<file path="src/design/spi_pkg.sv">
package spi_pkg;

  localparam int unsigned ADDR_BITS_DEF   = 16;
  localparam int unsigned SAMPLE_BITS_DEF = 16;
  localparam int unsigned FRAC_BITS_DEF   = 16;

  localparam int unsigned REQ_BITS = 3;
  localparam int unsigned CFG_INDEX_BITS = 3;

  typedef enum logic [REQ_BITS-1:0] {
    REQ_TICK    = 3'd0,
    REQ_TRIGGER = 3'd1,
    REQ_STOP    = 3'd2,
    REQ_WRITE   = 3'd3,
    REQ_SET_POS = 3'd4
  } req_type_t;

  typedef enum logic [CFG_INDEX_BITS-1:0] {
    CFG_LOOP_ENABLE = 3'd0,
    CFG_START_FRAME = 3'd1,
    CFG_END_FRAME   = 3'd2,
    CFG_STEP_RATE   = 3'd3,
    CFG_STEREO_MODE = 3'd4,
    CFG_OFFLINE     = 3'd5
  } cfg_index_t;

  // control for the tick held between the address stage and the blend stage
  typedef struct packed {
    logic valid;
    logic active;
    logic mono;
    logic playing;
  } tick_ctrl_t;

endpackage

</file>
<file path="src/design/spi_blend.sv">
module spi_blend #(
  parameter int unsigned SAMPLE_BITS = spi_pkg::SAMPLE_BITS_DEF,
  parameter int unsigned FRAC_BITS   = spi_pkg::FRAC_BITS_DEF
) (
  input  logic                          clk,
  input  logic                          rst,
  input  spi_pkg::tick_ctrl_t           tick,
  input  logic [FRAC_BITS-1:0]          tick_frac,
  input  logic [SAMPLE_BITS-1:0]        left_below,
  input  logic [SAMPLE_BITS-1:0]        left_above,
  input  logic [SAMPLE_BITS-1:0]        right_below,
  input  logic [SAMPLE_BITS-1:0]        right_above,
  output logic                          blend_ready,
  output logic                          res_valid,
  input  logic                          res_ready,
  output logic signed [SAMPLE_BITS-1:0] left_out,
  output logic signed [SAMPLE_BITS-1:0] right_out,
  output logic                          playing_flag
);

  localparam int unsigned SUM_BITS = SAMPLE_BITS + FRAC_BITS + 2;

  logic signed [SAMPLE_BITS:0]    diff_l;
  logic signed [SAMPLE_BITS:0]    diff_r;
  logic signed [FRAC_BITS:0]      weight;
  logic signed [SUM_BITS-1:0]     sum_l;
  logic signed [SUM_BITS-1:0]     sum_r;
  logic [SAMPLE_BITS-1:0]         mix_l;
  logic [SAMPLE_BITS-1:0]         mix_r;

  // lo + (hi - lo) * f, floored by dropping the fraction bits
  always_comb begin
    diff_l = {left_above[SAMPLE_BITS-1], left_above}
           - {left_below[SAMPLE_BITS-1], left_below};
    diff_r = {right_above[SAMPLE_BITS-1], right_above}
           - {right_below[SAMPLE_BITS-1], right_below};
    weight = {1'b0, tick_frac};
    sum_l  = diff_l * weight
           + $signed({{2{left_below[SAMPLE_BITS-1]}}, left_below, {FRAC_BITS{1'b0}}});
    sum_r  = diff_r * weight
           + $signed({{2{right_below[SAMPLE_BITS-1]}}, right_below, {FRAC_BITS{1'b0}}});
    mix_l  = sum_l[FRAC_BITS+SAMPLE_BITS-1:FRAC_BITS];
    mix_r  = sum_r[FRAC_BITS+SAMPLE_BITS-1:FRAC_BITS];
  end

  assign blend_ready = !res_valid || res_ready;

  always_ff @(posedge clk) begin
    if (rst) begin
      res_valid <= 1'b0;
    end else if (blend_ready) begin
      res_valid <= tick.valid;
    end
  end

  always_ff @(posedge clk) begin
    if (blend_ready) begin
      left_out     <= tick.active ? mix_l : '0;
      right_out    <= !tick.active ? '0 : (tick.mono ? mix_l : mix_r);
      playing_flag <= tick.playing;
    end
  end

  a_silent_zero: assert property (@(posedge clk) disable iff (rst)
    res_valid && !playing_flag |-> left_out == '0 && right_out == '0)
    else $error("stopped voice gave a nonzero sample");

  a_mono_copy: assert property (@(posedge clk) disable iff (rst)
    blend_ready && tick.valid && tick.mono |=> res_valid && left_out == right_out)
    else $error("mono beat has differing channels");

endmodule

</file>
<file path="config.mk">
export PLATFORM = sky130hd
export DESIGN_NAME = spi_blend
export DESIGN_NICKNAME = d
export VERILOG_FILES = /design/src/design/spi_pkg.sv /design/src/design/spi_blend.sv
export SDC_FILE = /design/constraint.sdc
export NUM_CORES = 2
export LEC_CHECK = 0
export ABC_AREA = 1
export BUFFER_PORTS_ARGS = -buffer_cell sky130_fd_sc_hd__buf_2
export CAP_MARGIN = 10
export CORE_MARGIN = 2
export CORE_UTILIZATION = 37
export CTS_CLUSTER_DIAMETER = 200
export DETAILED_ROUTE_END_ITERATION = 10
export PLACE_DENSITY = 0.57
export SLEW_MARGIN = 0
export SYNTH_ARGS = -nofsm -noshare
export SYNTH_HDL_FRONTEND = slang
export SYNTH_SLANG_ARGS = --single-unit
export TNS_END_PERCENT = 5
</file>
<file path="constraint.sdc">
create_clock -name clk -period 7.6 [get_ports clk]
set_input_delay 1.14 -clock clk [delete_from_list [all_inputs] [get_ports clk]]
set_output_delay 1.14 -clock clk [all_outputs]
set_load 0.02 [all_outputs]
</file>
==> impl_metrics.py <==
metrics = {
    "timing": {
        "tightest_slew_ns": 0.848,
        "skew_ns": 0.00453,
        "finalHoldViolations": 0,
        "min_period_ns": 7.56,
        "fin_setup_tns_ns": 0,
        "drv_slew": 0,
        "timing.final.ws_setup_ns": 0.0365,
        "fin_crit_sh_pct": 99.5,
        "rsz0062_at_grt": "yes",
        "max_freq_mhz": 132,
        "setup_viol": 0,
        "relSlewSlack_pct": 43.3,
    },
    "cells_and_area": {
        "instances_no_fill": 4745,
        "fin_area_sq_um": 32900,
        "multi_input_area_sq_um": 22300,
        "fillers": 6753,
        "register_area_sq_um": 1010,
        "final_nets": 4690,
        "layout-drive-gt1-share_pct": 26.7,
        "area_growth_syn_to_layout_pct": 28.4,
        "n_antenna_cell": 0,
        "final_cell_mix": "914 x inv_1, 531 x fa_1, 455 x nand2_1",
        "final_common_cell": "inv_1",
    },
    "logic_synthesis": {
        "syn-num-nets": 4157,
        "synth_area_per_cell_sq_um": 7.81,
        "ys_warn_count": 0,
        "ys_seq_elements": 34,
        "synthesis.area_sq_um": 25600,
        "synth-edff-count": 33,
        "yosysTopAreaCell": "fa_1",
        "synthArstFlopShare_pct": 0,
        "yosysSeqAreaShare_pct": 3.94,
        "ys_top_cells_by_area": "fa_1 44%, inv_1 14%, ha_1 11%",
        "synthCells": 3280,
        "yosysTopAreaCellShare_pct": 44.3,
        "synth_ff_type": "edfxtp_1",
        "ys_types": 55,
    },
    "global_routing": {
        "grt_use_total_pct": 22.4,
        "grt_pass1_wl_um": 124000,
        "busiest_layer": "met2",
        "grt_max_degree": 36,
        "grtUsageMet1_pct": 32.5,
        "gr-total-overflow": 0,
        "antenna_found_initial": 3,
        "use_met2_pct": 36.8,
        "grt_pass1_vias": 22400,
        "grt_util_met3_pct": 2.87,
    },
    "clock_tree": {
        "cts-buffers-inserted": 5,
        "tritoncts": "done",
        "htree_levels": 2,
        "cts-root-buf": "clkbuf_16",
        "cts.sinks": 34,
        "max-clock-path-buffers": 2,
        "path_clk_slew_ns": 0.05,
        "cts-hold-fix-buffers": 0,
        "clock_latency_ns": 0.27,
    },
    "critical_path": {
        "ff2ff_setup_slack_ns": 6.47,
        "rr_endpoint": "right_out[7]",
        "cp.required_ns": 7.63,
        "reg2reg_from": "res_valid",
        "crit_top_cell": "fa_1",
        "cp_max_fo": 7,
        "end_kind": "register",
        "crit_path_top_delay_cell": "fa_2",
        "r2r_cells": 2,
        "critPathKind": "input port to register",
        "slowest_delay_ns": 0.60,
        "crit_path_start_kind": "input port",
        "cp.arrival_ns": 7.59,
    },
    "floorplan": {
        "core_sq_um": 68600,
        "start_util_pct": 37.4,
        "die_height_um": 267,
        "die_w_um": 267,
        "rows": 96,
        "top_level_ports": 122,
        "die_area_sq_um": 71400,
    },
    "placement": {
        "dpl.hpwl_um": 67600,
        "dp_slack_ns": -0.863,
        "gp_congestion": 0.943,
        "placed_area_sq_um": 30700,
        "numPortBuffers": 121,
        "dp_cells": 4704,
    },
    "worst_hold_path": {
        "holdPathStages": 3,
        "holdPathEnd": "res_valid",
        "hp-class": "register to register",
        "hp-start": "res_valid",
    },
    "route": {
        "vias_per_cell": 4.61,
        "final_antenna_net_count": 0,
        "via_count": 21900,
        "wl_per_cell_um": 16.6,
        "finalWirelength_um": 78600,
        "first_pass_iters": 7,
        "drc": 0,
        "initialDrtViolationCount": 1385,
    },
    "status": {
        "status": "finished, final reports clean",
    },
    "job": {
        "max_cap_violations": 0,
    },
}
cell usage after synthesis, types with 4 or more instances:
library cell / n
inv_1: 948
fa_1: 567
nand2_1: 503
nor2_1: 441
ha_1: 223
a21oi_1: 93
nand3_1: 89
clkbuf_1: 58
o21ai_0: 49
xor2_1: 41
edfxtp_1: 33
or2_2: 23
xnor2_1: 17
nor3_1: 16
nand4_1: 14
nand3b_1: 13
o21bai_1: 13
buf_2: 12
nor2_2: 12
inv_2: 9
nand2_2: 9
clkinv_1: 7
o21a_1: 7
a21o_1: 6
buf_6: 5
nor4_1: 5
o21ai_2: 5
a21boi_0: 4
a21oi_2: 4
buf_1: 4
buf_4: 4
nand3_2: 4
nor3_2: 4
o211ai_1: 4
logic make-up (layout without fill, tap and decap cells):
| logic type | after synthesis | in the layout | synth area share (%) |
|---|---|---|---|
| simple gates | 1145 | 1145 | 18.5 |
| buf+inv | 1047 | 1581 | 15.6 |
| fa+ha+maj | 790 | 790 | 55.2 |
| compound gates | 204 | 204 | 4.72 |
| xor+xnor | 60 | 60 | 2.11 |
| flops | 34 | 34 | 3.94 |
per-stage QoR:
| step | utilization, % | hold WS, ns |
|---|---|---|
| after floorplan | - | 1.21 |
| after global placement | 44.8 | 0.853 |
| after detailed placement | 44.8 | 0.866 |
| after CTS | 46.2 | 0.883 |
| after global routing | 48.0 | 0.925 |
| final | 48.0 | 0.862 |
area by class of cell:
cell class                 count  share of cell area, %
clock inverter                 1                 0.0152
multi-input combinational   2199                   67.8
timing repair buffer         609                   14.0
inverter                     964                   11.1
clock buffer                   7                  0.433
sequential                    34                   3.07
tap                          931                   3.54
flip-flops by register name, indices dropped and copies added (netlist names):
register      flops
playing_flag      1
right_out        16
res_valid         1
left_out         16
metal layers:
metal / vias up / wire, um
li1: 10500 / -
met2: 640 / 35800
met3: 87 / 5340
met1: 10600 / 36300
met4: 6 / 1130
met5: - / 36
what timing repair did:
action                                  in CTS  in global routing
cloned                                       1                  0
endpoints found under the setup margin      31                 32
pin swaps                                   55                154
resized for setup                          165                270
buffers inserted                            11                 21
worst max-delay path by stage:
stage	depth (start not counted)	start	endpoint
after global placement	33	left_below[0]	right_out[15]
after global routing	33	left_below[0]	right_out[1]
final	33	right_below[0]	right_out[12]
after CTS	32	right_below[6]	right_out[12]
after detailed placement	33	left_below[0]	right_out[15]
after floorplan	32	right_above[0]	right_out[9]
worst max-delay path, delay by kind of cell:
kind / cells / cell delay [ns]
AND/OR/NAND/NOR: 12 / 1.09
buffers and inverters: 7 / 0.61
adder cells (fa/ha/maj): 9 / 3.90
AO/OA/AOI/OAI: 5 / 0.83
Power is left out: the tool's default activity adds up to more than one toggle a clock period on the data nets, which glitch-free logic cannot reach.
