<file path="src/design/spi_pkg.sv">
package spi_pkg;

  localparam int unsigned ADDR_BITS_DEF   = 16;
  localparam int unsigned SAMPLE_BITS_DEF = 16;
  localparam int unsigned FRAC_BITS_DEF   = 16;

  localparam int unsigned REQ_BITS = 3;
  localparam int unsigned CFG_INDEX_BITS = 3;

  typedef enum logic [REQ_BITS-1:0] {
    REQ_TICK    = 3'd0,
    REQ_TRIGGER = 3'd1,
    REQ_STOP    = 3'd2,
    REQ_WRITE   = 3'd3,
    REQ_SET_POS = 3'd4
  } req_type_t;

  typedef enum logic [CFG_INDEX_BITS-1:0] {
    CFG_LOOP_ENABLE = 3'd0,
    CFG_START_FRAME = 3'd1,
    CFG_END_FRAME   = 3'd2,
    CFG_STEP_RATE   = 3'd3,
    CFG_STEREO_MODE = 3'd4,
    CFG_OFFLINE     = 3'd5
  } cfg_index_t;

  // control for the tick held between the address stage and the blend stage
  typedef struct packed {
    logic valid;
    logic active;
    logic mono;
    logic playing;
  } tick_ctrl_t;

endpackage

</file>
<file path="src/design/spi_ctrl.sv">
module spi_ctrl #(
  parameter int unsigned ADDR_BITS = spi_pkg::ADDR_BITS_DEF,
  parameter int unsigned FRAC_BITS = spi_pkg::FRAC_BITS_DEF
) (
  input  logic                               clk,
  input  logic                               rst,
  input  logic                               accept,
  input  logic [spi_pkg::REQ_BITS-1:0]       req_type,
  input  logic [ADDR_BITS+FRAC_BITS-1:0]     new_position,
  input  logic                               loop_enable,
  input  logic [ADDR_BITS-1:0]               start_frame,
  input  logic [ADDR_BITS:0]                 end_frame,
  input  logic [FRAC_BITS+3:0]               step_rate,
  input  logic                               stereo_mode,
  input  logic                               offline,
  input  logic                               blend_ready,
  output logic                               rd_en,
  output logic [ADDR_BITS-1:0]               rd_below,
  output logic [ADDR_BITS-1:0]               rd_above,
  output spi_pkg::tick_ctrl_t                tick,
  output logic [FRAC_BITS-1:0]               tick_frac
);

  localparam int unsigned POS_BITS = ADDR_BITS + 1 + FRAC_BITS;

  logic [POS_BITS-1:0] position;
  logic [POS_BITS-1:0] position_next;
  logic                playing;
  logic                playing_next;

  logic                tick_accept;
  logic [POS_BITS-1:0] start_pos;
  logic                wrap;
  logic [POS_BITS-1:0] pos_eff;
  logic                playing_eff;
  logic [ADDR_BITS:0]  below;
  logic [ADDR_BITS+1:0] above_sum;
  logic                above_wrap;
  logic [POS_BITS-1:0] pos_step;

  always_comb begin
    tick_accept = accept && (req_type == spi_pkg::REQ_TICK);
    start_pos   = {1'b0, start_frame, {FRAC_BITS{1'b0}}};
    wrap        = position[POS_BITS-1:FRAC_BITS] >= end_frame;
    pos_eff     = wrap ? start_pos : position;
    playing_eff = playing && !(wrap && !loop_enable);
    below       = pos_eff[POS_BITS-1:FRAC_BITS];
    above_sum   = {1'b0, below} + (ADDR_BITS+2)'(1);
    above_wrap  = above_sum >= {1'b0, end_frame};
    rd_en       = tick_accept;
    rd_below    = below[ADDR_BITS-1:0];
    rd_above    = above_wrap ? start_frame : above_sum[ADDR_BITS-1:0];
    pos_step    = pos_eff + POS_BITS'(step_rate);

    position_next = position;
    playing_next  = playing;
    if (accept) begin
      unique case (req_type)
        spi_pkg::REQ_TICK: begin
          if (!offline) begin
            position_next = pos_step;
            playing_next  = playing_eff;
          end
        end
        spi_pkg::REQ_TRIGGER: begin
          position_next = start_pos;
          playing_next  = 1'b1;
        end
        spi_pkg::REQ_STOP: playing_next = 1'b0;
        spi_pkg::REQ_SET_POS: position_next = {1'b0, new_position};
        default: begin
        end
      endcase
    end
  end

  always_ff @(posedge clk) begin
    if (rst) begin
      position <= '0;
      playing  <= 1'b0;
    end else begin
      position <= position_next;
      playing  <= playing_next;
    end
  end

  always_ff @(posedge clk) begin
    if (rst) begin
      tick <= '0;
    end else if (tick_accept) begin
      tick.valid   <= 1'b1;
      tick.active  <= !offline && playing_eff;
      tick.mono    <= !stereo_mode;
      tick.playing <= offline ? playing : playing_eff;
    end else if (blend_ready) begin
      tick.valid <= 1'b0;
    end
  end

  always_ff @(posedge clk) begin
    if (tick_accept) begin
      tick_frac <= pos_eff[FRAC_BITS-1:0];
    end
  end

  a_trigger_starts: assert property (@(posedge clk) disable iff (rst)
    accept && req_type == spi_pkg::REQ_TRIGGER |=>
      playing && position[POS_BITS-1:FRAC_BITS] == {1'b0, $past(start_frame)})
    else $error("trigger did not restart the voice");

  a_stop_clears: assert property (@(posedge clk) disable iff (rst)
    accept && req_type == spi_pkg::REQ_STOP |=> !playing)
    else $error("stop left the voice playing");

  a_offline_frozen: assert property (@(posedge clk) disable iff (rst)
    tick_accept && offline |=> $stable(position) && $stable(playing))
    else $error("offline tick changed the voice state");

endmodule

</file>
<file path="config.mk">
export PLATFORM = sky130hd
export DESIGN_NAME = spi_ctrl
export DESIGN_NICKNAME = d
export VERILOG_FILES = /design/src/design/spi_pkg.sv /design/src/design/spi_ctrl.sv
export SDC_FILE = /design/constraint.sdc
export NUM_CORES = 1
export LEC_CHECK = 0
export BUFFER_PORTS_ARGS = -buffer_cell sky130_fd_sc_hd__buf_2
export CAP_MARGIN = 0
export CORE_AREA = 2 2 138 86
export CTS_CLUSTER_SIZE = 10
export DETAILED_ROUTE_END_ITERATION = 8
export DIE_AREA = 0 0 140 88
export PLACE_DENSITY_LB_ADDON = 0.3
export SLEW_MARGIN = 20
export SYNTH_ARGS = -nofsm -noshare
export SYNTH_HDL_FRONTEND = slang
export SYNTH_SLANG_ARGS = --single-unit
</file>
<file path="constraint.sdc">
create_clock -name clk -period 9.3 [get_ports clk]
set_input_delay 0.465 -clock clk [delete_from_list [all_inputs] [get_ports clk]]
set_output_delay 0.465 -clock clk [all_outputs]
set_load 0.01 [all_outputs]
</file>
==> out/metrics.yaml <==
outcome: "complete, but fails checks"
violations: "DRC"
ys_top_cells_by_area: "dfxtp_1 14%, ha_1 13%, edfxtp_1 8.9%"
hp-start: "stereo_mode"
cp_slowest_cell: "nor2_2"
nFillCells: 1061
synth_top_cell_by_area: "dfxtp_1"
met2_usage_pct: 45.4
crit_path_max_incr_delay_ns: 0.71
cts_tree: "yes"
mostFrequentLayoutCells: "147 x buf_2, 55 x ha_1, 42 x a21oi_1, 42 x nor2_1, 38 x dfxtp_1"
start_util_pct: 48.9
p_comb_share_pct: 36.1
io_pins: 148
setup_violations: 0
final_common_cell: "buf_2"
p_leak_nw: 2.87
total_power_mw: 0.780
num-nets-final: 917
min_period_over_period_pct: 80.3
ys_seq_area_share_pct: 22.9
num_antenna_cells: 0
yosysUniqueCellTypes: 69
critPathLaunch: "position[19]"
cts_sinks: 54
port_buffers: 147
critPathRequiredTime_ns: 8.84
rsz0062_at_grt: "no"
cp_top_family: "compound AO/OA/AOI/OAI gates"
critPathLaunchType: "flip-flop"
ant_nets: 0
worst_slew_pin_slew_ns: 1.04
yosysWarnings: 0
critical_path_peak_fanout: 16
die_area_um2: 12300
p_int_mw: 0.498
relSlewSlack_pct: 30.1
post_cts_buffers: 0
grt_use_met3_pct: 5.85
ir_drop_mv: 0.0710
crit_path_frequent_cell: "ha_1"
die_y_um: 88
vias: 5894
ctsResizeCount: 0
cts_buffers: 5
worstReg2RegStart: "position[19]"
report.final.slew_viol_count: 0
fp.coreArea_um2: 11100
fin_util_pct: 56.9
drt_pre_antenna_iters: 8
grt_max_degree: 42
synth-async-reset-ratio_pct: 0
cts-root-buf: "clkbuf_16"
power_density_nw_per_um2: 124
syn_area_per_cell_um2: 8.21
vias_per_cell: 6.47
path_buf_inv: 1
synth-edff-count: 16
grt_pass1_vias: 5340
r2r_setup_slack_ns: 4.21
busiest_layer: "met1"
min_period_ns: 7.47
hold_class: "input pin to flip-flop"
dp_hpwl_mm: 14.9
use_met1_pct: 49.1
timing.fmax_ghz: 0.134
routed_wl_mm: 20.0
track_usage_pct: 31.9
cap_violations: 0
areaGrowthSynthToFinish_pct: 16.4
p_seq_share_pct: 34.4
synthFlopType: "dfxtp_1"
antenna_found_initial: 0
p_sw_mw: 0.282
clock_path_buffers: 2
drc: 11
wl_per_cell_um: 21.9
layout-drive-gt1-share_pct: 26.3
syn_area_um2: 5410
h-tree-depth: 2
worstPathCellList: "ha_1 -> a211o_1 -> o21ai_1 -> a41oi_2 -> nor2_2 -> nand2_1 -> o21ai_0 -> ha_1 -> nand4_1 -> nor3_1 -> or2_1 -> xnor2_1 -> ha_1 -> a21o_1 -> a211oi_1 -> a211o_1 -> a31oi_1 -> o221ai_1 -> nand2_1 -> mux2_1 -> buf_2"
drt_iter0_drc: 805
clockPowerShare_pct: 29.6
rows: 30
cts.clk_slew.worst_paths_ns: 0.08
p_sw_share_pct: 36.1
fin_worst_skew_ns: 0.00559
gp_congestion: 0.981
multiInputGateArea_um2: 3780
netlist_instances: 659
overflow: 0
path_class: "flip-flop to output port"
grt_pass1_wl_mm: 30.4
die_x_um: 140
synth_top_area_share_pct: 14.1
synth_nets: 810
worstSkewPairLatency_ns: 0.31
setup_tns_ns: 0
seqCellArea_um2: 1240
cts-hold-fix-buffers: 0
crit_arrival_ns: 7.01
ys_ff_latch: 54
finalHoldViolCount: 0
worst_setup_path_end_kind: "output port"
## cell type report
cell class / count / share of cell area, %
inverter: 37 / 2.21
multi-input combinational: 514 / 60.0
tap: 144 / 2.86
timing repair buffer: 154 / 12.5
clock buffer: 5 / 1.99
sequential: 54 / 19.7
clock inverter: 3 / 0.755
## logic make-up after synthesis
| logic type | after synthesis | synth area share [%] |
|---|---|---|
| mux | 28 | 5.94 |
| xor+xnor | 38 | 6.15 |
| compound gates | 199 | 25.9 |
| simple gates | 193 | 18.2 |
| fa+ha+maj | 56 | 13.1 |
| buf+inv | 91 | 7.72 |
| flops | 54 | 22.9 |
## power groups by stage
stage | logic (mW) | clock network (mW) | registers, mW
floorplan | 0.187 | 0 | 0.268
global placement | 0.264 | 0 | 0.272
detailed placement | 0.271 | 0 | 0.272
CTS | 0.274 | 0.233 | 0.267
global route | 0.303 | 0.243 | 0.269
finish | 0.281 | 0.231 | 0.268
## routing by layer
| metal | vias to the layer above | part of all wire, % |
|---|---|---|
| met4 | 0 | 1.7 |
| li1 | 2695 | - |
| met5 | - | 0 |
| met3 | 40 | 12 |
| met1 | 2727 | 46 |
| met2 | 432 | 40 |
## sequential cells by signal, summed over array words and instances, names as in the netlist
register / cells
tick: 4
position: 33
playing: 1
tick_frac: 16
## Yosys cell counts, drive strengths merged (2+ instances only)
library cell and n:
a2111oi 2, a211o 5, a211oi 13, a21boi 2, a21o 9, a21oi 42
a221o 13, a221oi 18, a31oi 2, a41oi 4, and2 3, and3 21
buf 24, clkbuf 30, dfxtp 38, edfxtp 16, ha 55, inv 37
mux2 18, mux2i 10, nand2 35, nand2b 4, nand3 13, nand4 18
nor2 45, nor2b 4, nor3 29, nor3b 4, nor4 6, o2111ai 2
o211ai 2, o21a 4, o21ai 38, o21bai 4, o221ai 6, o22ai 21
o31ai 5, or2 4, or3 5, xnor2 25, xor2 13
## final timing paths
kind | cells after the start | endpoint
worst min-delay path | 2 | tick[1]
worst max-delay path | 21 | rd_above[11]
worst min register to register | 2 | tick[2]
worst max register to register | 15 | position[20]
## through the flow
stage	instance area [µm²]	instances	setup slack (ns)	hold slack, ns
after floorplan	5410	659	3.88	0.462
after global placement	6120	903	2.47	0.456
after detailed placement	6120	903	2.32	0.468
after CTS	6290	911	2.11	0.354
after global routing	6300	911	1.52	0.346
final	6300	911	1.83	0.350
Note: power is estimated with default switching activity, not from simulation.
