--- config.mk ---
export PLATFORM = sky130hd
export DESIGN_NAME = spi_cfg_regs
export DESIGN_NICKNAME = d
export VERILOG_FILES = /design/src/design/spi_pkg.sv /design/src/design/spi_cfg_regs.sv
export SDC_FILE = /design/constraint.sdc
export NUM_CORES = 1
export LEC_CHECK = 0
export ABC_AREA = 0
export BUFFER_PORTS_ARGS = -buffer_cell sky130_fd_sc_hd__buf_2
export CELL_PAD_IN_SITES_DETAIL_PLACEMENT = 0
export CELL_PAD_IN_SITES_GLOBAL_PLACEMENT = 1
export CORE_MARGIN = 10
export CORE_UTILIZATION = 40
export DETAILED_ROUTE_END_ITERATION = 10
export PLACE_DENSITY_LB_ADDON = 0.2
export SKIP_CTS_REPAIR_TIMING = 1
export SLEW_MARGIN = 25
export SYNTH_ARGS = -nofsm -noshare
export SYNTH_HDL_FRONTEND = slang
export SYNTH_SLANG_ARGS = --single-unit
--- constraint.sdc ---
create_clock -name clk -period 2.6 [get_ports clk]
set_input_delay 0.65 -clock clk [delete_from_list [all_inputs] [get_ports clk]]
set_output_delay 0.65 -clock clk [all_outputs]
set_load 0.02 [all_outputs]
--- src/design/spi_pkg.sv ---
package spi_pkg;

  localparam int unsigned ADDR_BITS_DEF   = 16;
  localparam int unsigned SAMPLE_BITS_DEF = 16;
  localparam int unsigned FRAC_BITS_DEF   = 16;

  localparam int unsigned REQ_BITS = 3;
  localparam int unsigned CFG_INDEX_BITS = 3;

  typedef enum logic [REQ_BITS-1:0] {
    REQ_TICK    = 3'd0,
    REQ_TRIGGER = 3'd1,
    REQ_STOP    = 3'd2,
    REQ_WRITE   = 3'd3,
    REQ_SET_POS = 3'd4
  } req_type_t;

  typedef enum logic [CFG_INDEX_BITS-1:0] {
    CFG_LOOP_ENABLE = 3'd0,
    CFG_START_FRAME = 3'd1,
    CFG_END_FRAME   = 3'd2,
    CFG_STEP_RATE   = 3'd3,
    CFG_STEREO_MODE = 3'd4,
    CFG_OFFLINE     = 3'd5
  } cfg_index_t;

  // control for the tick held between the address stage and the blend stage
  typedef struct packed {
    logic valid;
    logic active;
    logic mono;
    logic playing;
  } tick_ctrl_t;

endpackage

--- src/design/spi_cfg_regs.sv ---
module spi_cfg_regs #(
  parameter int unsigned ADDR_BITS = spi_pkg::ADDR_BITS_DEF,
  parameter int unsigned FRAC_BITS = spi_pkg::FRAC_BITS_DEF,
  parameter int unsigned CFG_DATA_BITS = (ADDR_BITS + 1 > FRAC_BITS + 4) ?
                                         ADDR_BITS + 1 : FRAC_BITS + 4
) (
  input  logic                                  clk,
  input  logic                                  rst,
  input  logic                                  wr_en,
  input  logic [spi_pkg::CFG_INDEX_BITS-1:0]    wr_index,
  input  logic [CFG_DATA_BITS-1:0]              wr_data,
  output logic                                  loop_enable,
  output logic [ADDR_BITS-1:0]                  start_frame,
  output logic [ADDR_BITS:0]                    end_frame,
  output logic [FRAC_BITS+3:0]                  step_rate,
  output logic                                  stereo_mode,
  output logic                                  offline
);

  always_ff @(posedge clk) begin
    if (rst) begin
      loop_enable <= 1'b0;
      start_frame <= '0;
      end_frame   <= (ADDR_BITS+1)'(1) << ADDR_BITS;
      step_rate   <= (FRAC_BITS+4)'(1) << FRAC_BITS;
      stereo_mode <= 1'b1;
      offline     <= 1'b0;
    end else if (wr_en) begin
      unique case (wr_index)
        spi_pkg::CFG_LOOP_ENABLE: loop_enable <= wr_data[0];
        spi_pkg::CFG_START_FRAME: start_frame <= wr_data[ADDR_BITS-1:0];
        spi_pkg::CFG_END_FRAME:   end_frame   <= wr_data[ADDR_BITS:0];
        spi_pkg::CFG_STEP_RATE:   step_rate   <= wr_data[FRAC_BITS+3:0];
        spi_pkg::CFG_STEREO_MODE: stereo_mode <= wr_data[0];
        spi_pkg::CFG_OFFLINE:     offline     <= wr_data[0];
        default: begin
        end
      endcase
    end
  end

endmodule

==> flow_summary.ini, run 1 <==
[cts]
clockBufferDepth = 2
clk_pin_slew_ns = 0.10
clkLatencyLatePin_ns = 0.30
cts.sinks = 56
cts_buffers = 5
root_buffer = clkbuf_8
htreeDepth = 2
cts_tree = built

[floorplanning]
start_util_pct = 42.0
die_w_um = 96.7
die_area_sq_um = 9360
ios = 82
fp.dieH_um = 96.7
core_area_sq_um = 5610
fp-row-count = 27

[outcome]
outcome = complete, no violations

[sta]
fin_crit_ns = 1.50
report.final.slew_viol_count = 0
hold_viol = 0
hold_ws_ns = 0.472
max_freq_mhz = 666
finalSetupTns_ns = 0
clock_skew_ns = 0
worstMarginPinSlew_ns = 0.479
period_share_pct = 57.8
rsz0062_at_grt = no
relSlewSlack_pct = 68.1
setup_viol = 0

[yosys]
yosysWarnings = 0
ys_seq_area_share_pct = 47.6
yosysUniqueCellTypes = 16
synth_area_per_cell_sq_um = 11.0
synthCells = 214
ys_ff_latch = 56
synth_fp_nets = 240
syn-cell-area_sq_um = 2350

[global_route]
grt_pass1_vias = 1723
grt_max_degree = 45
grt-ovfl-total = 0
antenna_found_initial = 0
grt_use_total_pct = 11.2
grt_pass1_wl_mm = 8.81

[layout]
n_antenna_cell = 0
stdcell_area_sq_um = 2910
fillers = 551
area_delta_synth_final_pct = 23.5
layout.nets = 316
drive_gt1_share_pct = 33.0

[drt]
drt_iter0_markers = 73
drc = 0
vias = 1672
via_per_inst = 4.61
drt_first_pass_iters = 4
drt.antenna.violating_nets = 0
routed_wl_mm = 5.49
wl_per_cell_um = 15.1

[place]
hpwlAfterDp_mm = 4.04
place.gp.congestion = 0.684
port-buffer-count = 81
place_area_sq_um = 2790

[setup_path]
path_buf_inv = 1
critPathArrivalTime_ns = 0.85
reg2reg_slack_ns = 1.97
cpMaxStageDelayCell = dfxtp_1
crit_required_ns = 1.95
critPathKind = register to primary output
critical_path.top_delay_family = flip-flops
critical-path-max-stage-delay_ns = 0.37
end_kind = primary output
worstSetupStartpointType = register
path_max_fanout = 2
worstPathCellList = buf_2

[pwr]
vdd_drop_max_mv = 0.334
p_leak_nw = 1.46
cellPowerDensity_nw_per_um2 = 563
power_mw = 1.64

[hold_path]
min_path_type = register to register

[run]
cap_violations = 0
==> cell type report <==
class	instances	area, sq um	area share (%)
clock buffers	6	82.6	2.84
clock inverters	2	38.8	1.33
multi-input cells	142	1130	38.8
flip-flops and latches	56	1120	38.6
well taps	72	90.1	3.10
repair buffers	85	448	15.4
==> path summary, 6_finish.rpt <==
| path | start | end | cells after the start |
|---|---|---|---|
| worst max-delay path | step_rate[1] | step_rate[1] | 1 |
| worst min-delay path | step_rate[18] | step_rate[18] | 2 |
| worst max register to register | end_frame[15] | end_frame[15] | 2 |
| worst min register to register | step_rate[18] | step_rate[18] | 2 |
==> per-stage QoR <==
stage	std cells	worst slack, ns	util (%)
6_report	363	1.10	51.9
3_5_place_dp	355	0.804	49.7
4_1_cts	363	1.08	51.9
3_3_place_gp	355	0.853	49.7
5_1_grt	363	1.03	51.9
2_1_floorplan	214	1.22	-
==> worst min-delay path, stage by stage, from the launching register on <==
cell      delay [ns]
dfxtp_1         0.32
nand2b_1        0.06
mux2i_1         0.05
==> cells by family (layout without fill, tap and decap cells) <==
group                  Yosys count  after routing  synth area share [%]
flip-flops                      56             56                  47.6
multiplexers                    56             56                  23.8
buffers and inverters           16             93                  4.52
AND/OR/NAND/NOR                 86             86                  24.1
==> routing by layer <==
layer	GRT usage (%)	part of all wire, %	up-vias
li1	-	-	860
met4	2.71	0.71	0
met2	18.0	46	54
met3	4.61	6.6	6
met5	0	0	-
met1	13.4	46	752
==> synth_stat cells (all sizes together) <==
master   number  area share (%)
nand2b       72              19
and4bb        3             1.6
nor4b         1            0.37
nand4bb       2            0.96
nor2          5            0.80
and4b         1            0.48
buf           7             3.0
mux2i        56              24
nand4b        2            0.74
dfxtp        56              48
clkbuf        9             1.5
==> cell usage in the layout, fill, tap and decap left out, drive strengths merged <==
| cell | synthesis | layout |
|---|---|---|
| buf | 7 | 85 |
| nand2b | 72 | 72 |
| mux2i | 56 | 56 |
| dfxtp | 56 | 56 |
| clkbuf | 9 | 6 |
| nor2 | 5 | 5 |
| and4bb | 3 | 3 |
| nand4bb | 2 | 2 |
| nand4b | 2 | 2 |
| and4b | 1 | 1 |
| nor4b | 1 | 1 |
| clkinv | 0 | 1 |
| bufinv | 0 | 1 |
==> where the power goes <==
group / total [mW] / switching (mW) / internal (mW) / leakage (nW)
sequential: 0.886 / 0.00963 / 0.876 / 0.453
clock: 0.593 / 0.278 / 0.315 / 0.0614
combinational: 0.158 / 0.0857 / 0.0718 / 0.943
==> sequential cells by signal (all words and copies together) (netlist names) <==
signal       flops
end_frame       17
loop_enable      1
offline          1
start_frame     16
step_rate       20
stereo_mode      1
(Power assumes the default switching activity.)
==> run 2, diff against run 1 <==
--- a/config.mk
+++ b/config.mk
@@ -10,7 +10,7 @@
 export CELL_PAD_IN_SITES_DETAIL_PLACEMENT = 0
 export CELL_PAD_IN_SITES_GLOBAL_PLACEMENT = 1
 export CORE_MARGIN = 10
-export CORE_UTILIZATION = 40
+export CORE_UTILIZATION = 37
 export DETAILED_ROUTE_END_ITERATION = 10
 export PLACE_DENSITY_LB_ADDON = 0.2
 export SKIP_CTS_REPAIR_TIMING = 1
==> constraint.sdc (replaced) <==
create_clock -name clk -period 1.5 [get_ports clk]
set_input_delay 0.375 -clock clk [delete_from_list [all_inputs] [get_ports clk]]
set_output_delay 0.375 -clock clk [all_outputs]
set_load 0.02 [all_outputs]
==> run 2 against run 1 <==
Against the previous run:
- sequential share of layout area grew 0.067 points
- non-clock buffer count up 1
- combinational power rose by 75%
- critical path type unchanged
==> flow_summary.ini, run 2 (same netlist as run 1, synthesis figures left out) <==
[setup_path]
worstSetupStartpointType = register
end_kind = primary output
path_buf_inv = 1
critical-path-max-stage-delay_ns = 0.37
path_max_fanout = 2
crit_required_ns = 1.12
critPathKind = register to primary output
critPathArrivalTime_ns = 0.84
worstPathCellList = buf_2
cpMaxStageDelayCell = dfxtp_1
critical_path.top_delay_family = flip-flops

[sta]
setup_viol = 0
period_share_pct = 81.3
relSlewSlack_pct = 77.4
max_freq_mhz = 821
fin_crit_ns = 1.22
hold_viol = 0
rsz0062_at_grt = no
finalSetupTns_ns = 0
hold_ws_ns = 0.327
report.final.slew_viol_count = 0
worstMarginPinSlew_ns = 0.335
clock_skew_ns = 0

[layout]
n_antenna_cell = 0
drive_gt1_share_pct = 32.5
layout_commonest_cell = buf_2
reg.largest.list = step_rate x20, end_frame x17, start_frame x16
ff_latch_area_sq_um = 1120
multiInputGateArea_sq_um = 1130
largest_reg_flops = 20
mostFrequentLayoutCells = buf_2, nand2b_1, mux2i_1, dfxtp_1, clkbuf_8
area_delta_synth_final_pct = 23.3
layout.nets = 317
fillers = 625
largest-register = step_rate

[floorplanning]
die_area_sq_um = 9960
ios = 82
start_util_pct = 37.5
fp.dieH_um = 99.8
core_area_sq_um = 6280
fp-row-count = 29
die_w_um = 99.8

[drt]
drt_iter0_markers = 35
drc = 0
wl_per_cell_um = 14.3
via_per_inst = 4.50
wl_met1_mm = 2.50
drt_first_pass_iters = 4
top_layer = met4
drt.antenna.violating_nets = 0
vias = 1659
wl_met3_um = 418
wl_met2_mm = 2.35
routed_wl_mm = 5.29

[hold_path]
min_path_type = input pin to register

[cts]
cts_buffers = 5
cts.sinks = 56
htreeDepth = 2
clk_pin_slew_ns = 0.09
cts_tree = built
root_buffer = clkbuf_8
clockBufferDepth = 2
clkLatencyLatePin_ns = 0.30

[pwr]
p_leak_nw = 1.45
vdd_drop_max_mv = 0.439
power_mw = 2.65
cellPowerDensity_nw_per_um2 = 912

[place]
port-buffer-count = 81
hpwlAfterDp_mm = 3.83
place.gp.congestion = 0.704

[global_route]
grt_pass1_vias = 1684
grt_max_degree = 52
grt_use_total_pct = 10.4
grt-ovfl-total = 0
antenna_found_initial = 0
grt_pass1_wl_mm = 8.47

[run]
cap_violations = 0

[outcome]
outcome = complete, no violations
-- run 2: power breakdown --
group	leakage (nW)	switching (mW)	total [mW]	internal (mW)
clock	0.0455	0.460	0.838	0.378
sequential	0.453	0.0157	1.53	1.52
combinational	0.951	0.149	0.277	0.128
total	1.45	0.624	2.65	2.02
-- run 2: worst paths after layout --
check,end,slack (ns),cells past startpoint,start
setup / recovery,end_frame[4],0.28,1,end_frame[4]
setup reg to reg,end_frame[8],0.90,2,end_frame[8]
hold reg to reg,end_frame[11],0.47,2,end_frame[11]
hold / removal,step_rate[19],0.33,3,wr_data[19]
-- run 2: cell type report --
class / instances / area share, %
clock buffer: 8 / 3.10
multi-input combinational: 142 / 38.8
sequential: 56 / 38.6
tap: 77 / 3.32
timing repair buffer: 86 / 16.1
-- run 2: stage by stage --
stage	instance area [sq um]	utilization [%]	worst slack, ns	cells
2_1_floorplan	2350	-	0.391	214
3_3_place_gp	2810	44.8	0.253	361
3_5_place_dp	2810	44.8	0.209	361
4_1_cts	2900	46.2	0.251	369
5_1_grt	2900	46.2	0.228	369
6_report	2900	46.2	0.281	369
-- run 2: layer usage --
metal	GRT usage [%]	up-vias
met3	4.53	2
met5	0	-
met2	15.9	49
met1	12.7	751
li1	-	857
met4	3.31	0
==> run 3, diff against run 2 <==
--- a/config.mk
+++ b/config.mk
@@ -10,7 +10,7 @@
 export CELL_PAD_IN_SITES_DETAIL_PLACEMENT = 0
 export CELL_PAD_IN_SITES_GLOBAL_PLACEMENT = 1
 export CORE_MARGIN = 10
-export CORE_UTILIZATION = 37
+export CORE_UTILIZATION = 34
 export DETAILED_ROUTE_END_ITERATION = 10
 export PLACE_DENSITY_LB_ADDON = 0.2
 export SKIP_CTS_REPAIR_TIMING = 1
==> constraint.sdc (replaced) <==
create_clock -name clk -period 0.98 [get_ports clk]
set_input_delay 0.245 -clock clk [delete_from_list [all_inputs] [get_ports clk]]
set_output_delay 0.245 -clock clk [all_outputs]
set_load 0.02 [all_outputs]
==> run 3 against run 2 <==
Against the previous run:
- the run now ends with negative setup slack left
- clock-buffer cell count is 3 lower
- critical path depth did not move
- flip-flop and latch count did not move
- cell area rose by 20%
- worst hold slack lost 0.15 ns
- setup slack got worse by 0.34 ns
- utilization increased by 5.3 points
- global-route usage is 0.15 points higher
- cell count is 5.4% higher
- total power up 58%
- combinational power increased by 88%
==> flow_summary.ini, run 3 (same netlist as run 1, synthesis figures left out) <==
[outcome]
outcome = finished, violations left
failed_checks = negative setup slack

[setup_path]
reg2regPathDepth = 3
r2r_end = start_frame[5]
worstSetupStartpointType = register
crit_required_ns = 0.73
path_max_fanout = 2
critical_path.top_delay_family = flip-flops
critPathArrivalTime_ns = 0.79
critPathKind = register to primary output
worstPathCellList = buf_6
critical-path-max-stage-delay_ns = 0.36
cpMaxStageDelayCell = dfxtp_2
r2r_start = start_frame[5]
path_buf_inv = 1
end_kind = primary output
reg2reg_slack_ns = 0.29

[layout]
drive_gt1_share_pct = 55.0
layout_commonest_cell = nand2b_1
multiInputGateArea_sq_um = 1130
stdcell_area_sq_um = 3480
largest_reg_flops = 20
n_antenna_cell = 0
reg.largest.list = step_rate x20, end_frame x17, start_frame x16
largest-register = step_rate
ff_latch_area_sq_um = 1190
mostFrequentLayoutCells = nand2b_1, mux2i_1, dfxtp_2, buf_6, buf_2
layout.nets = 334
area_delta_synth_final_pct = 47.8
fillers = 615

[floorplanning]
core_area_sq_um = 6760
ios = 82
die_area_sq_um = 10700
fp.dieH_um = 103
fp-row-count = 30
die_w_um = 103
start_util_pct = 34.9

[pwr]
cellPowerDensity_nw_per_um2 = 1200
p_leak_nw = 1.62
vdd_drop_max_mv = 0.681

[place]
hpwlAfterDp_mm = 4.12
port-buffer-count = 81
place.gp.congestion = 0.716
dpl_worst_slack_ns = -0.169
place_area_sq_um = 2880

[sta]
rsz0062_at_grt = yes
setup_viol = 56
fin_ws_ns = -0.0589
finalSetupTns_ns = -2.16
period_share_pct = 106
report.final.slew_viol_count = 0
max_freq_mhz = 963
hold_ws_ns = 0.177
hold_viol = 0
relSlewSlack_pct = 76.8
fin_crit_ns = 1.04
worstMarginPinSlew_ns = 0.343
clock_skew_ns = 0

[run]
cap_violations = 0

[hold_path]
hold_path_startpoint = wr_data[17]
min_path_type = input pin to register
min_path_cells = 3
hold_path_end = step_rate[17]

[drt]
drc = 0
via_per_inst = 4.53
wl_per_cell_um = 14.8
vias = 1763
drt_iter0_markers = 39
drt.antenna.violating_nets = 0
routed_wl_mm = 5.76
drt_first_pass_iters = 4

[global_route]
antenna_found_initial = 0
grt_max_degree = 57
grt_pass1_vias = 1830
grt-ovfl-total = 0
grt_use_total_pct = 10.5
grt_pass1_wl_mm = 8.92

[cts]
clkLatencyLatePin_ns = 0.31
cts.sinks = 56
clk_pin_slew_ns = 0.11
clockBufferDepth = 2
root_buffer = clkbuf_8
cts_buffers = 5
htreeDepth = 2
cts_tree = built
## run 3: cell count changes in the layout (fill, tap and decap cells not counted), sizes merged
cell,change
buf,+17
clkinv,+2
inv,+1
clkbuf,-3
## run 3: how the worst max path moves through the flow
stage | endpoint | depth (start not counted) | slack, ns | startpoint
floorplan | end_frame[6] | 4 | 0.001 | wr_index[2]
global placement | end_frame[11] | 4 | -0.14 | wr_index[2]
detailed placement | end_frame[4] | 4 | -0.17 | wr_index[2]
CTS | step_rate[6] | 1 | -0.15 | step_rate[6]
global route | step_rate[0] | 1 | -0.10 | step_rate[0]
finish | start_frame[6] | 1 | -0.06 | start_frame[6]
## run 3: metrics by stage
step / total power [mW] / instances / utilization (%)
3_3_place_gp: 2.86 / 369 / 42.6
5_1_grt: 4.39 / 389 / 51.5
3_5_place_dp: 2.86 / 369 / 42.6
6_report: 4.19 / 389 / 51.5
2_1_floorplan: 2.67 / 214 / -
4_1_cts: 4.17 / 377 / 44.0
## run 3: layout make-up
type	count	share of cell area [%]
flip-flops and latches	56	34.2
multi-input cells	142	32.4
repair buffers	103	27.9
well taps	80	2.88
clock buffers	5	1.98
clock inverters	3	0.647
## run 3: power by group
part,total (mW),switching [mW],leakage [nW],internal (mW)
Sequential,2.37,0.0361,0.478,2.33
Combinational,0.520,0.237,1.09,0.283
Clock,1.30,0.783,0.0485,0.514
Total,4.19,1.06,1.62,3.13
## run 3: routing by layer
metal | vias up | routed length [um] | part of all wire (%) | GRT usage, %
met5 | - | 0 | 0 | 0
met4 | 0 | 63 | 1.1 | 3.21
met3 | 6 | 395 | 6.9 | 4.39
met2 | 44 | 2750 | 48 | 16.6
met1 | 819 | 2550 | 44 | 12.7
li1 | 894 | - | - | -
